===== config.mk =====
export PLATFORM = sky130hd
export DESIGN_NAME = fifo_page_replacement
export DESIGN_NICKNAME = d
export VERILOG_FILES = /design/src/sv/fpr_pkg.sv /design/src/sv/fpr_ctrl.sv /design/src/sv/fpr_datapath.sv /design/src/sv/fifo_page_replacement.sv
export SDC_FILE = /design/constraint.sdc
export NUM_CORES = 1
export LEC_CHECK = 0
export ABC_AREA = 0
export BUFFER_PORTS_ARGS = -buffer_cell sky130_fd_sc_hd__buf_4
export CAP_MARGIN = 0
export CORE_ASPECT_RATIO = 0.9
export CORE_MARGIN = 2
export CORE_UTILIZATION = 55
export DETAILED_ROUTE_END_ITERATION = 10
export PLACE_DENSITY = 0.83
export SLEW_MARGIN = 0
export SYNTH_ARGS = -nofsm -noshare
export SYNTH_HDL_FRONTEND = slang
export SYNTH_SLANG_ARGS = --single-unit

===== constraint.sdc =====
create_clock -name clk -period 3.8 [get_ports clk]
set_input_delay 0 -clock clk [delete_from_list [all_inputs] [get_ports clk]]
set_output_delay 0 -clock clk [all_outputs]
set_load 0.005 [all_outputs]

===== src/sv/fpr_pkg.sv =====
`timescale 1ns / 1ps
// ----------------------------------------------------------------------------
// fpr_pkg
// Shared types and constants for the FIFO page replacement unit.
// ----------------------------------------------------------------------------
package fpr_pkg;

  localparam int CFG_W   = 5;   // frame_count register width
  localparam int SLOT_W  = 4;   // reported slot width
  localparam int FAULT_W = 32;  // fault counter width

  localparam logic [CFG_W-1:0] FC_RESET = 5'd16;

  // controller -> datapath
  typedef struct packed {
    logic load_in;   // latch the incoming page
    logic scan;      // scan phase, compare results are live
    logic rd_scan;   // read frame at the scan index
    logic rd_last;   // this scan read is the last active frame
    logic rd_ptr;    // read the frame under the insert pointer
    logic write;     // fault update: replace frame, bump pointer and counter
    logic load_out;  // move result into the output register
  } fpr_cmd_t;

  // datapath -> controller
  typedef struct packed {
    logic hit;       // compare stage found the page
    logic miss;      // last compare finished without a match
    logic out_free;  // output register can take a result this cycle
  } fpr_stat_t;

endpackage


===== src/sv/fpr_ctrl.sv =====
`timescale 1ns / 1ps
// ----------------------------------------------------------------------------
// fpr_ctrl
// Sequencer: walks the scan index over the active frames, then on a miss runs
// the fault update, and hands the result to the output register.
// ----------------------------------------------------------------------------
module fpr_ctrl #(
  parameter int IDX_W = 4
) (
  input  logic              clk,
  input  logic              rst_n,
  input  logic              in_valid,
  output logic              in_ready,
  input  logic [IDX_W-1:0]  last_idx,
  input  fpr_pkg::fpr_stat_t st,
  output fpr_pkg::fpr_cmd_t  cmd,
  output logic [IDX_W-1:0]  scan_idx
);
  import fpr_pkg::*;

  typedef enum logic [2:0] {
    S_IDLE,
    S_SCAN,
    S_EVICT,
    S_WRITE,
    S_DONE
  } state_t;

  state_t           state_r, state_nxt;
  logic [IDX_W-1:0] scan_idx_r, scan_idx_nxt;
  logic             issued_all_r, issued_all_nxt;

  assign in_ready = (state_r == S_IDLE);
  assign scan_idx = scan_idx_r;

  always_comb begin
    state_nxt      = state_r;
    scan_idx_nxt   = scan_idx_r;
    issued_all_nxt = issued_all_r;
    cmd            = '0;
    unique case (state_r)
      S_IDLE: begin
        if (in_valid) begin
          cmd.load_in    = 1'b1;
          scan_idx_nxt   = '0;
          issued_all_nxt = 1'b0;
          state_nxt      = S_SCAN;
        end
      end
      S_SCAN: begin
        cmd.scan    = 1'b1;
        cmd.rd_scan = !issued_all_r;
        cmd.rd_last = (scan_idx_r == last_idx);
        if (cmd.rd_scan) begin
          if (cmd.rd_last) issued_all_nxt = 1'b1;
          else             scan_idx_nxt   = scan_idx_r + 1'b1;
        end
        if (st.hit)       state_nxt = S_DONE;
        else if (st.miss) state_nxt = S_EVICT;
      end
      S_EVICT: begin
        cmd.rd_ptr = 1'b1;
        state_nxt  = S_WRITE;
      end
      S_WRITE: begin
        cmd.write = 1'b1;
        state_nxt = S_DONE;
      end
      S_DONE: begin
        if (st.out_free) begin
          cmd.load_out = 1'b1;
          state_nxt    = S_IDLE;
        end
      end
      default: state_nxt = S_IDLE;
    endcase
  end

  always_ff @(posedge clk) begin
    if (!rst_n) begin
      state_r      <= S_IDLE;
      scan_idx_r   <= '0;
      issued_all_r <= 1'b0;
    end else begin
      state_r      <= state_nxt;
      scan_idx_r   <= scan_idx_nxt;
      issued_all_r <= issued_all_nxt;
    end
  end

endmodule


===== src/sv/fpr_datapath.sv =====
`timescale 1ns / 1ps
// ----------------------------------------------------------------------------
// fpr_datapath
// Frame page memory, valid bits, insert pointer, fault counter, compare
// stage, result and output registers, frame_count register.
// ----------------------------------------------------------------------------
module fpr_datapath #(
  parameter int FRAME_SLOTS = 16,
  parameter int PAGE_BITS   = 20,
  parameter int IDX_W       = 4
) (
  input  logic                          clk,
  input  logic                          rst_n,
  input  logic                          cfg_we,
  input  logic [fpr_pkg::CFG_W-1:0]     cfg_wdata,
  input  logic [PAGE_BITS-1:0]          in_page_number,
  input  fpr_pkg::fpr_cmd_t             cmd,
  input  logic [IDX_W-1:0]              scan_idx,
  output fpr_pkg::fpr_stat_t            st,
  output logic [IDX_W-1:0]              last_idx,
  input  logic                          out_ready,
  output logic                          out_valid,
  output logic                          out_hit,
  output logic [fpr_pkg::SLOT_W-1:0]    out_slot,
  output logic                          out_evicted_valid,
  output logic [PAGE_BITS-1:0]          out_evicted_page,
  output logic [fpr_pkg::FAULT_W-1:0]   out_fault_total
);
  import fpr_pkg::*;

  logic [PAGE_BITS-1:0]   mem [FRAME_SLOTS];

  logic [CFG_W-1:0]       frame_count_r;
  logic [FRAME_SLOTS-1:0] valid_r;
  logic [IDX_W-1:0]       ptr_r;
  logic [FAULT_W-1:0]     fault_r;
  logic [PAGE_BITS-1:0]   page_r;

  logic [PAGE_BITS-1:0]   rd_data_r;
  logic [IDX_W-1:0]       rd_idx_r;
  logic                   cmp_pend_r;
  logic                   cmp_last_r;

  logic                   res_hit_r;
  logic [SLOT_W-1:0]      res_slot_r;
  logic                   res_ev_valid_r;
  logic [PAGE_BITS-1:0]   res_ev_page_r;
  logic [FAULT_W-1:0]     res_fault_r;

  logic                   out_valid_r;
  logic                   out_hit_r;
  logic [SLOT_W-1:0]      out_slot_r;
  logic                   out_ev_valid_r;
  logic [PAGE_BITS-1:0]   out_ev_page_r;
  logic [FAULT_W-1:0]     out_fault_r;

  logic [IDX_W-1:0]       ptr_eff;
  logic [IDX_W-1:0]       ptr_adv;
  logic [IDX_W-1:0]       rd_addr;
  logic [FAULT_W-1:0]     fault_inc;
  logic                   cmp_hit;

  // active frames: zero acts as one, above the built count saturates
  always_comb begin
    if (frame_count_r == '0)
      last_idx = '0;
    else if (32'(frame_count_r) > FRAME_SLOTS)
      last_idx = IDX_W'(FRAME_SLOTS - 1);
    else
      last_idx = IDX_W'(frame_count_r - 1'b1);
  end

  assign ptr_eff   = (ptr_r > last_idx) ? '0 : ptr_r;
  assign ptr_adv   = (ptr_eff == last_idx) ? '0 : ptr_eff + 1'b1;
  assign fault_inc = (fault_r == '1) ? fault_r : fault_r + 1'b1;
  assign rd_addr   = cmd.rd_ptr ? ptr_eff : scan_idx;

  assign cmp_hit     = cmp_pend_r && valid_r[rd_idx_r] && (rd_data_r == page_r);
  assign st.hit      = cmp_hit;
  assign st.miss     = cmp_pend_r && cmp_last_r && !cmp_hit;
  assign st.out_free = !out_valid_r || out_ready;

  // page memory: one read port, one write port, registered read
  always_ff @(posedge clk) begin
    if (cmd.rd_scan || cmd.rd_ptr) rd_data_r <= mem[rd_addr];
    if (cmd.write) mem[ptr_eff] <= page_r;
  end

  // payload registers
  always_ff @(posedge clk) begin
    if (cmd.load_in) page_r <= in_page_number;
    rd_idx_r   <= scan_idx;
    cmp_last_r <= cmd.rd_last;
    if (cmd.scan && cmp_hit) begin
      res_hit_r      <= 1'b1;
      res_slot_r     <= SLOT_W'(rd_idx_r);
      res_ev_valid_r <= 1'b0;
      res_ev_page_r  <= '0;
      res_fault_r    <= fault_r;
    end else if (cmd.write) begin
      res_hit_r      <= 1'b0;
      res_slot_r     <= SLOT_W'(ptr_eff);
      res_ev_valid_r <= valid_r[ptr_eff];
      res_ev_page_r  <= valid_r[ptr_eff] ? rd_data_r : '0;
      res_fault_r    <= fault_inc;
    end
    if (cmd.load_out) begin
      out_hit_r      <= res_hit_r;
      out_slot_r     <= res_slot_r;
      out_ev_valid_r <= res_ev_valid_r;
      out_ev_page_r  <= res_ev_page_r;
      out_fault_r    <= res_fault_r;
    end
  end

  // control state
  always_ff @(posedge clk) begin
    if (!rst_n) begin
      frame_count_r <= FC_RESET;
      valid_r       <= '0;
      ptr_r         <= '0;
      fault_r       <= '0;
      cmp_pend_r    <= 1'b0;
      out_valid_r   <= 1'b0;
    end else begin
      cmp_pend_r <= cmd.rd_scan;
      if (cmd.load_out)   out_valid_r <= 1'b1;
      else if (out_ready) out_valid_r <= 1'b0;
      if (cfg_we) begin
        frame_count_r <= cfg_wdata;
        valid_r       <= '0;
        ptr_r         <= '0;
      end else if (cmd.write) begin
        valid_r[ptr_eff] <= 1'b1;
        ptr_r            <= ptr_adv;
        fault_r          <= fault_inc;
      end
    end
  end

  assign out_valid         = out_valid_r;
  assign out_hit           = out_hit_r;
  assign out_slot          = out_slot_r;
  assign out_evicted_valid = out_ev_valid_r;
  assign out_evicted_page  = out_ev_page_r;
  assign out_fault_total   = out_fault_r;

endmodule


===== src/sv/fifo_page_replacement.sv =====
`timescale 1ns / 1ps
// ----------------------------------------------------------------------------
// fifo_page_replacement
// Page reference unit with round-robin (FIFO) frame replacement.
// The scan reads one frame per cycle from the page memory, which has one read
// port and one write port. One item in flight; the next item is taken in the
// cycle after the result is loaded, even while it waits in the output register.
// Reset (sync, active low): frames empty, pointer and fault count zero,
// frame_count 16. Page memory contents are not cleared.
// ----------------------------------------------------------------------------
module fifo_page_replacement #(
  parameter int FRAME_SLOTS = 16,
  parameter int PAGE_BITS   = 20
) (
  input  logic                          clk,
  input  logic                          rst_n,
  input  logic                          cfg_we,
  input  logic [fpr_pkg::CFG_W-1:0]     cfg_wdata,
  input  logic                          in_valid,
  output logic                          in_ready,
  input  logic [PAGE_BITS-1:0]          in_page_number,
  output logic                          out_valid,
  input  logic                          out_ready,
  output logic                          out_hit,
  output logic [fpr_pkg::SLOT_W-1:0]    out_slot,
  output logic                          out_evicted_valid,
  output logic [PAGE_BITS-1:0]          out_evicted_page,
  output logic [fpr_pkg::FAULT_W-1:0]   out_fault_total
);
  import fpr_pkg::*;

  localparam int IDX_W = (FRAME_SLOTS > 1) ? $clog2(FRAME_SLOTS) : 1;

  fpr_cmd_t         cmd;
  fpr_stat_t        st;
  logic [IDX_W-1:0] scan_idx;
  logic [IDX_W-1:0] last_idx;

  fpr_ctrl #(
    .IDX_W(IDX_W)
  ) u_ctrl (
    .clk      (clk),
    .rst_n    (rst_n),
    .in_valid (in_valid),
    .in_ready (in_ready),
    .last_idx (last_idx),
    .st       (st),
    .cmd      (cmd),
    .scan_idx (scan_idx)
  );

  fpr_datapath #(
    .FRAME_SLOTS(FRAME_SLOTS),
    .PAGE_BITS  (PAGE_BITS),
    .IDX_W      (IDX_W)
  ) u_dp (
    .clk               (clk),
    .rst_n             (rst_n),
    .cfg_we            (cfg_we),
    .cfg_wdata         (cfg_wdata),
    .in_page_number    (in_page_number),
    .cmd               (cmd),
    .scan_idx          (scan_idx),
    .st                (st),
    .last_idx          (last_idx),
    .out_ready         (out_ready),
    .out_valid         (out_valid),
    .out_hit           (out_hit),
    .out_slot          (out_slot),
    .out_evicted_valid (out_evicted_valid),
    .out_evicted_page  (out_evicted_page),
    .out_fault_total   (out_fault_total)
  );

  // one item at a time: no second accept right after one
  a_single_item: assert property (@(posedge clk) disable iff (!rst_n)
    (in_valid && in_ready) |=> !in_ready)
    else $error("input accepted while an item is in flight");

  // a hit never reports an eviction
  a_hit_no_evict: assert property (@(posedge clk) disable iff (!rst_n)
    out_valid |-> !(out_hit && out_evicted_valid))
    else $error("hit result carries an eviction");

  // evicted page is zero when nothing was replaced
  a_evict_zero: assert property (@(posedge clk) disable iff (!rst_n)
    (out_valid && !out_evicted_valid) |-> (out_evicted_page == '0))
    else $error("evicted page nonzero without eviction");

  // scan never reports hit and miss together
  a_hit_miss: assert property (@(posedge clk) disable iff (!rst_n)
    !(st.hit && st.miss))
    else $error("scan reported hit and miss at once");

endmodule


# Yosys cells after proc, flatten, opt, wreduce, memory -nomap -nowiden
# Memories as Yosys holds them, arrays and structs flattened. A register that Yosys moved wholly into a read port is not among the register bits.
# Index checks and enable logic that the tools add are counted.
[op_classes] order_cmp=5 n_eq_ne=13 n_mux=41 multipliers=0 addsub=4 n_div=0 n_bitwise=3 n_shift=0 reduce_logical=21
[op_table] operator="$mux 32" n=3
[op_table] operator="$mux 4" n=10
[op_table] operator="$add 32x1->32 const B" n=1
[op_table] operator="$eq 32x32->1 const B" n=1
[op_table] operator="$eq 20x20->1" n=1
[op_table] operator="$mux 20" n=1
[op_table] operator="$mux 1" n=16
[op_table] operator="$or 16x16->16" n=1
[op_table] operator="$mux 3" n=5
[op_table] operator="$pmux 3 s5" n=1
[op_table] operator="$lt 4x5->1 const B" n=2
[op_table] operator="$add 4x1->4 const B" n=2
[op_table] operator="$bmux 1 s4" n=2
[op_table] operator="$eq 4x4->1" n=2
[op_table] operator="$ne 2x2->1 const B" n=4
[op_table] operator="$pmux 4 s2" n=1
[op_table] operator="$eq 3x2->1 const B" n=2
[op_table] operator="$logic_and 1x1->1" n=6
[op_table] operator="$reduce_bool 2->1" n=3
[op_table] operator="$gt 5x5->1 const B" n=1
[op_table] operator="$logic_not 5->1" n=1
[op_table] operator="$demux 1 s4" n=1
[op_table] operator="$ge 4x1->1 const B" n=1
[op_table] operator="$gt 4x4->1" n=1
[op_table] operator="other kinds (13)" n=18
[totals] input_bits=30 output_inout_bits=60 regBits=208 mem_bits_ro=0 latchBits=0 n_memories=1 ram_bits=320
[mem_list] name="u_dp.mem" words=16 width=20 rd=1 rd_ports_with_merged_regs=1 wr=1 line_no="fpr_datapath.sv:31" text="logic [PAGE_BITS-1:0] mem [FRAME_SLOTS];"

# Longest topological paths before layout
[depth] word_depth=10 depth_mapped=18 ltp_nobuf=16

# Cells and area by module
# Synthesis repeated with hierarchy kept, for this count alone.
[hier_totals] hier_cells=1706 hier_area_um2=22106.2
[by_module_without_submodules] module="fpr_datapath" area_per_inst_um2=21563.2 cells_per_inst=1635 n_inst=1 seq_area_each_um2=15354.7
[by_module_without_submodules] module="fpr_ctrl" area_per_inst_um2=543.0 cells_per_inst=71 n_inst=1 seq_area_each_um2=160.2

# Worst setup path after synthesis
# OpenSTA, ideal clock, no wires.
[synth_timing] path_kind="register to register" from="register u_dp.frame_count_r[0]" to="register u_dp.rd_data_r[18], read port of u_dp.mem (data pin)" path_slack_ns=-0.218 required_ns=3.528 t_arrival_ns=3.746 stages_incl_launch_ff=16 period_less_slack_ns=4.018 path_buffers=2 cell_sequence="dfxtp_1 inv_1 ha_1 or3b_1 buf_2 maj3_2 inv_2 ha_1 nor2b_1 o211ai_1 a31oi_1 nand2_2 buf_1 mux2i_1 o22ai_1 or4_1"
[synth_via] elab_chain_len=6 word_cells_on_any_way=8 cone_classes="add/sub: 1; order compare: 2; mux: 4; reduce/logical: 1"
[synth_rtl] element="start: declaration" line_no="fpr_datapath.sv:33" text="logic [CFG_W-1:0] frame_count_r;"
[synth_rtl] element="start signal: assignment" line_no="fpr_datapath.sv:130" text="frame_count_r <= cfg_wdata;"
[synth_rtl] element="$sub 4x1->4 or $gt 5x5->1 (tied branches)" line_no="fpr_datapath.sv:70, fpr_datapath.sv:67"
[synth_rtl] element="$mux 4" line_no="fpr_datapath.sv:67" text="else if (32'(frame_count_r) > FRAME_SLOTS)"
[synth_rtl] element="$mux 4 *" line_no="fpr_datapath.sv:65" text="if (frame_count_r == '0)"
[synth_rtl] element="$gt 4x4->1 *" line_no="fpr_datapath.sv:73" text="assign ptr_eff = (ptr_r > last_idx) ? '0 : ptr_r;"
[synth_rtl] element="$mux 4 *" line_no="fpr_datapath.sv:73"
[synth_rtl] element="$mux 4 *" line_no="fpr_datapath.sv:76" text="assign rd_addr = cmd.rd_ptr ? ptr_eff : scan_idx;"
[synth_rtl] element="end: declaration" line_no="fpr_datapath.sv:39" text="logic [PAGE_BITS-1:0] rd_data_r;"
# Mark *: on every way between the ends. The rest lies on a longest branch, timed or not.
# A chain may end at the register's enable or synchronous reset.

# Final worst setup path
[layout_timing] from="register u_dp.frame_count_r[0]" to="register u_dp.rd_data_r[1], read port of u_dp.mem (data pin)"
# The elaborated chain is that of the path after synthesis.

==> impl_metrics.py <==
metrics = {
    "status": {
        "status": "finished, violations left",
        "failed_checks": "negative setup slack",
    },
    "synth": {
        "average_cell_area_after_synthesis_um2": 14.9,
        "synthDominantAreaCellType": "sky130_fd_sc_hd__edfxtp_1",
        "synthesis.area_um2": 22100,
        "ys.flop_type": "sky130_fd_sc_hd__edfxtp_1",
        "synth.lib_cells_used.distinct": 79,
        "yosysTopAreaCellShare_pct": 61.8,
        "synthCells": 1477,
        "synth.area.top_cells": "sky130_fd_sc_hd__edfxtp_1 (62%), sky130_fd_sc_hd__dfxtp_1 (8.5%), sky130_fd_sc_hd__mux2i_1 (5.9%)",
        "synth_enable_flop_cells": 454,
        "syn_nets": 1518,
        "synth_compound_gate_area_share_pct": 7.83,
        "synth_adder_area_share_pct": 0.720,
        "post_synth_top_cells": "sky130_fd_sc_hd__edfxtp_1 (454), sky130_fd_sc_hd__mux2i_1 (129), sky130_fd_sc_hd__dfxtp_1 (94)",
        "yosys_warnings": 0,
        "synth_simple_gate_area_share_pct": 9.17,
        "post-synth-top-count-cell": "sky130_fd_sc_hd__edfxtp_1",
        "main_combinational_cell_family_by_area_after_synthesis": "simple AND/OR/NAND/NOR gates",
        "synth_area_in_xor_xnor_pct": 3.22,
        "synth_sequential_area_ratio_pct": 70.3,
        "postSynthRegisterBits": 548,
        "synth_mux_area_share_pct": 6.57,
        "async_flop_share_pct": 0,
    },
    "cts": {
        "worst_setup_hold_path_clk_slew_ns": 0.07,
        "tritoncts": "built",
        "clock_h_tree_levels": 2,
        "insertion_delay_ns": 0.61,
        "cts_inserted_buffers": 52,
        "clockBufferDepth": 3,
        "root_buffer": "sky130_fd_sc_hd__clkbuf_16",
        "clock_sinks": 548,
    },
    "critical_path": {
        "worstSetupPathType": "flop to flop",
        "startpoint_type": "flop",
        "reg2regPathDepth": 16,
        "worst_ep_arrival_time_ns": 4.36,
        "worstPathMaxFanout": 8,
        "crit_path_capture_type": "flop",
        "worst-endpoint-required_ns": 4.15,
    },
    "job": {
        "maxCapViolCount": 0,
    },
    "floorplanning": {
        "floorplan.rows": 69,
        "floorplan.io_pins": 90,
        "die_outline_area_um2": 41700,
        "start_util_pct": 55.8,
        "fp.coreArea_um2": 39500,
        "floorplan.die.height_um": 194,
        "die_x_um": 215,
    },
    "layout": {
        "final_cell_count_no_fill": 2317,
        "flow.area_growth_from_synthesis_pct": 24.5,
        "layout-drive-gt1-share_pct": 24.1,
        "num_antenna_cells": 0,
        "filler_cell_count": 2387,
        "design.final.nets": 1784,
        "post-route-util_pct": 69.5,
        "total_non_filler_cell_area_in_the_finished_layout_um2": 27500,
    },
    "place": {
        "dp.final_hpwl_mm": 31.7,
        "postPlaceCellArea_um2": 24400,
        "dpl_worst_slack_ns": -0.239,
        "post-place-cells": 2130,
        "gp_routability_congestion": 0.871,
        "place.port_buffers": 89,
    },
    "worst_hold_path": {
        "min_path_type": "primary input to flop",
        "worstHoldPathCells": 2,
    },
    "global_route": {
        "grt_first_pass_wirelength_mm": 80.8,
        "antenna_found_initial": 0,
        "grt_pass1_vias": 14000,
        "overflow": 0,
        "grt_util_all_layers_pct": 25.5,
        "grt_start_max_net_pins": 52,
    },
    "route": {
        "first_iter_violations": 1752,
        "drt-pass1-iter-count": 8,
        "via_count": 14400,
        "postRouteAntennaNets": 0,
        "routed_wl_mm": 57.2,
        "drc": 0,
        "routedWlPerCell_um": 24.7,
        "vias_per_cell": 6.20,
    },
    "timing": {
        "period_needed_ns": 4.01,
        "setup_violations": 20,
        "setup_total_negative_slack_ns": -2.02,
        "rsz0062_at_grt": "true",
        "slew_headroom_pct": 33.5,
        "fin_worst_skew_ns": 0.0264,
        "period_share_pct": 106,
        "max_slew.worst_pin.slew_ns": 0.993,
        "final_hold_viol_count": 0,
        "clock.fmax_mhz": 249,
        "final_max_slew_violation_count": 0,
        "postLayoutSetupSlackWorst_ns": -0.211,
    },
    "power": {
        "power.density_nw_per_um2": 449,
        "worst_ir_drop_vdd_mv": 0.386,
        "leakagePower_uw": 0.00971,
    },
}
worst max-delay path: stages (launching register included):
cell	delay [ns]
sky130_fd_sc_hd__dfxtp_2	0.33
sky130_fd_sc_hd__inv_2	0.07
sky130_fd_sc_hd__ha_4	0.13
sky130_fd_sc_hd__or3b_4	0.41
sky130_fd_sc_hd__maj3_2	0.34
sky130_fd_sc_hd__inv_2	0.09
sky130_fd_sc_hd__ha_4	0.14
sky130_fd_sc_hd__nor2b_4	0.15
sky130_fd_sc_hd__o211ai_1	0.12
sky130_fd_sc_hd__buf_4	0.17
sky130_fd_sc_hd__a31oi_4	0.32
sky130_fd_sc_hd__nand2_8	0.18
sky130_fd_sc_hd__clkbuf_16	0.21
sky130_fd_sc_hd__buf_6	0.12
sky130_fd_sc_hd__mux2i_1	0.23
sky130_fd_sc_hd__o22ai_1	0.16
sky130_fd_sc_hd__or4_1	0.55
placed cells by master, fill, tap and decap left out, types with 19 or more instances in the layout:
master                          count
sky130_fd_sc_hd__nor2b_1           31
sky130_fd_sc_hd__o21ai_0           21
sky130_fd_sc_hd__and2_1            40
sky130_fd_sc_hd__clkbuf_16         62
sky130_fd_sc_hd__buf_4            187
sky130_fd_sc_hd__edfxtp_1         454
sky130_fd_sc_hd__nand2_1           76
sky130_fd_sc_hd__nand3_1           31
sky130_fd_sc_hd__nor2_1            60
sky130_fd_sc_hd__o22ai_1           38
sky130_fd_sc_hd__a211oi_2          22
sky130_fd_sc_hd__a22o_1            19
sky130_fd_sc_hd__a21oi_1           34
sky130_fd_sc_hd__xor2_1            35
sky130_fd_sc_hd__xnor2_1           46
sky130_fd_sc_hd__dlygate4sd3_1     40
sky130_fd_sc_hd__or4_1             22
sky130_fd_sc_hd__dfxtp_1           93
sky130_fd_sc_hd__buf_12            36
sky130_fd_sc_hd__a211oi_1          21
sky130_fd_sc_hd__mux2i_1          113
flip-flops by register name (all words and copies together) (netlist names), 3 cells and up:
| name | cells |
|---|---|
| u_dp.rd_idx_r | 4 |
| u_ctrl.scan_idx | 4 |
| u_dp.out_evicted_page | 20 |
| u_dp.frame_count_r | 5 |
| u_dp.fault_r | 32 |
| u_dp.ptr_r | 4 |
| u_ctrl.state_r | 3 |
| u_dp.res_slot_r | 4 |
| u_dp.res_fault_r | 32 |
| u_dp.valid_r | 16 |
| u_dp.mem | 320 |
| u_dp.res_ev_page_r | 20 |
| u_dp.out_slot | 4 |
| u_dp.page_r | 20 |
| u_dp.out_fault_total | 32 |
| u_dp.rd_data_r | 20 |
final timing paths:
path,slack [ns],startpoint,endpoint
max,-0.21,u_dp.frame_count_r[0],u_dp.rd_data_r[1]
min,0.11,in_page_number[12],u_dp.page_r[12]
max reg2reg,-0.21,u_dp.frame_count_r[0],u_dp.rd_data_r[1]
min reg2reg,0.41,u_dp.res_slot_r[0],u_dp.out_slot[0]
cell families (layout without fill, tap and decap cells):
group           count (synthesis)  after routing
buf+inv                        99            407
simple gates                  372            372
xor+xnor                       81             81
compound gates                226            226
flops                         548            548
fa+ha+maj                      13             13
mux                           138            138
layout make-up:
| cell class | instances | area [µm²] | area share (%) |
|---|---|---|---|
| inverters | 18 | 67.6 | 0.246 |
| clock inverters | 29 | 250 | 0.911 |
| well taps | 532 | 666 | 2.42 |
| repair buffers | 293 | 3130 | 11.4 |
| multi-input cells | 830 | 6390 | 23.3 |
| clock buffers | 67 | 1450 | 5.28 |
| flip-flops and latches | 548 | 15500 | 56.5 |
metal layers:
| layer | track usage [%] | vias to the layer above | share of wire [%] |
|---|---|---|---|
| met5 | 0 | - | 0 |
| met4 | 9.81 | 0 | 3.9 |
| met3 | 5.22 | 192 | 10 |
| met2 | 41.7 | 879 | 48 |
| met1 | 33.7 | 7078 | 37 |
| li1 | - | 6211 | - |
power breakdown:
group          internal, µW  total [µW]  switching [µW]  leakage, µW
registers              6530        6610            82.1      0.00508
logic                   280         564             284      0.00381
clock network          2910        5170            2260     0.000821
total                  9710       12300            2630      0.00971
metrics by stage:
step,hold WS (ns),total power [µW]
2_1_floorplan,0.0989,6940
3_3_place_gp,0.178,7110
3_5_place_dp,0.179,7120
4_1_cts,0.0858,12300
5_1_grt,0.101,12600
6_report,0.111,12300
repair_timing:
action / in CTS / in global routing
hold buffers: 40 / 0
pin swaps: 10 / 16
resized for setup: 26 / 53
hold endpoints to repair: 67 / 0
endpoints found under the setup margin: 232 / 149
gates cloned: 5 / 8
setup buffers: 11 / 28
Note: power is estimated with default switching activity, not from simulation.
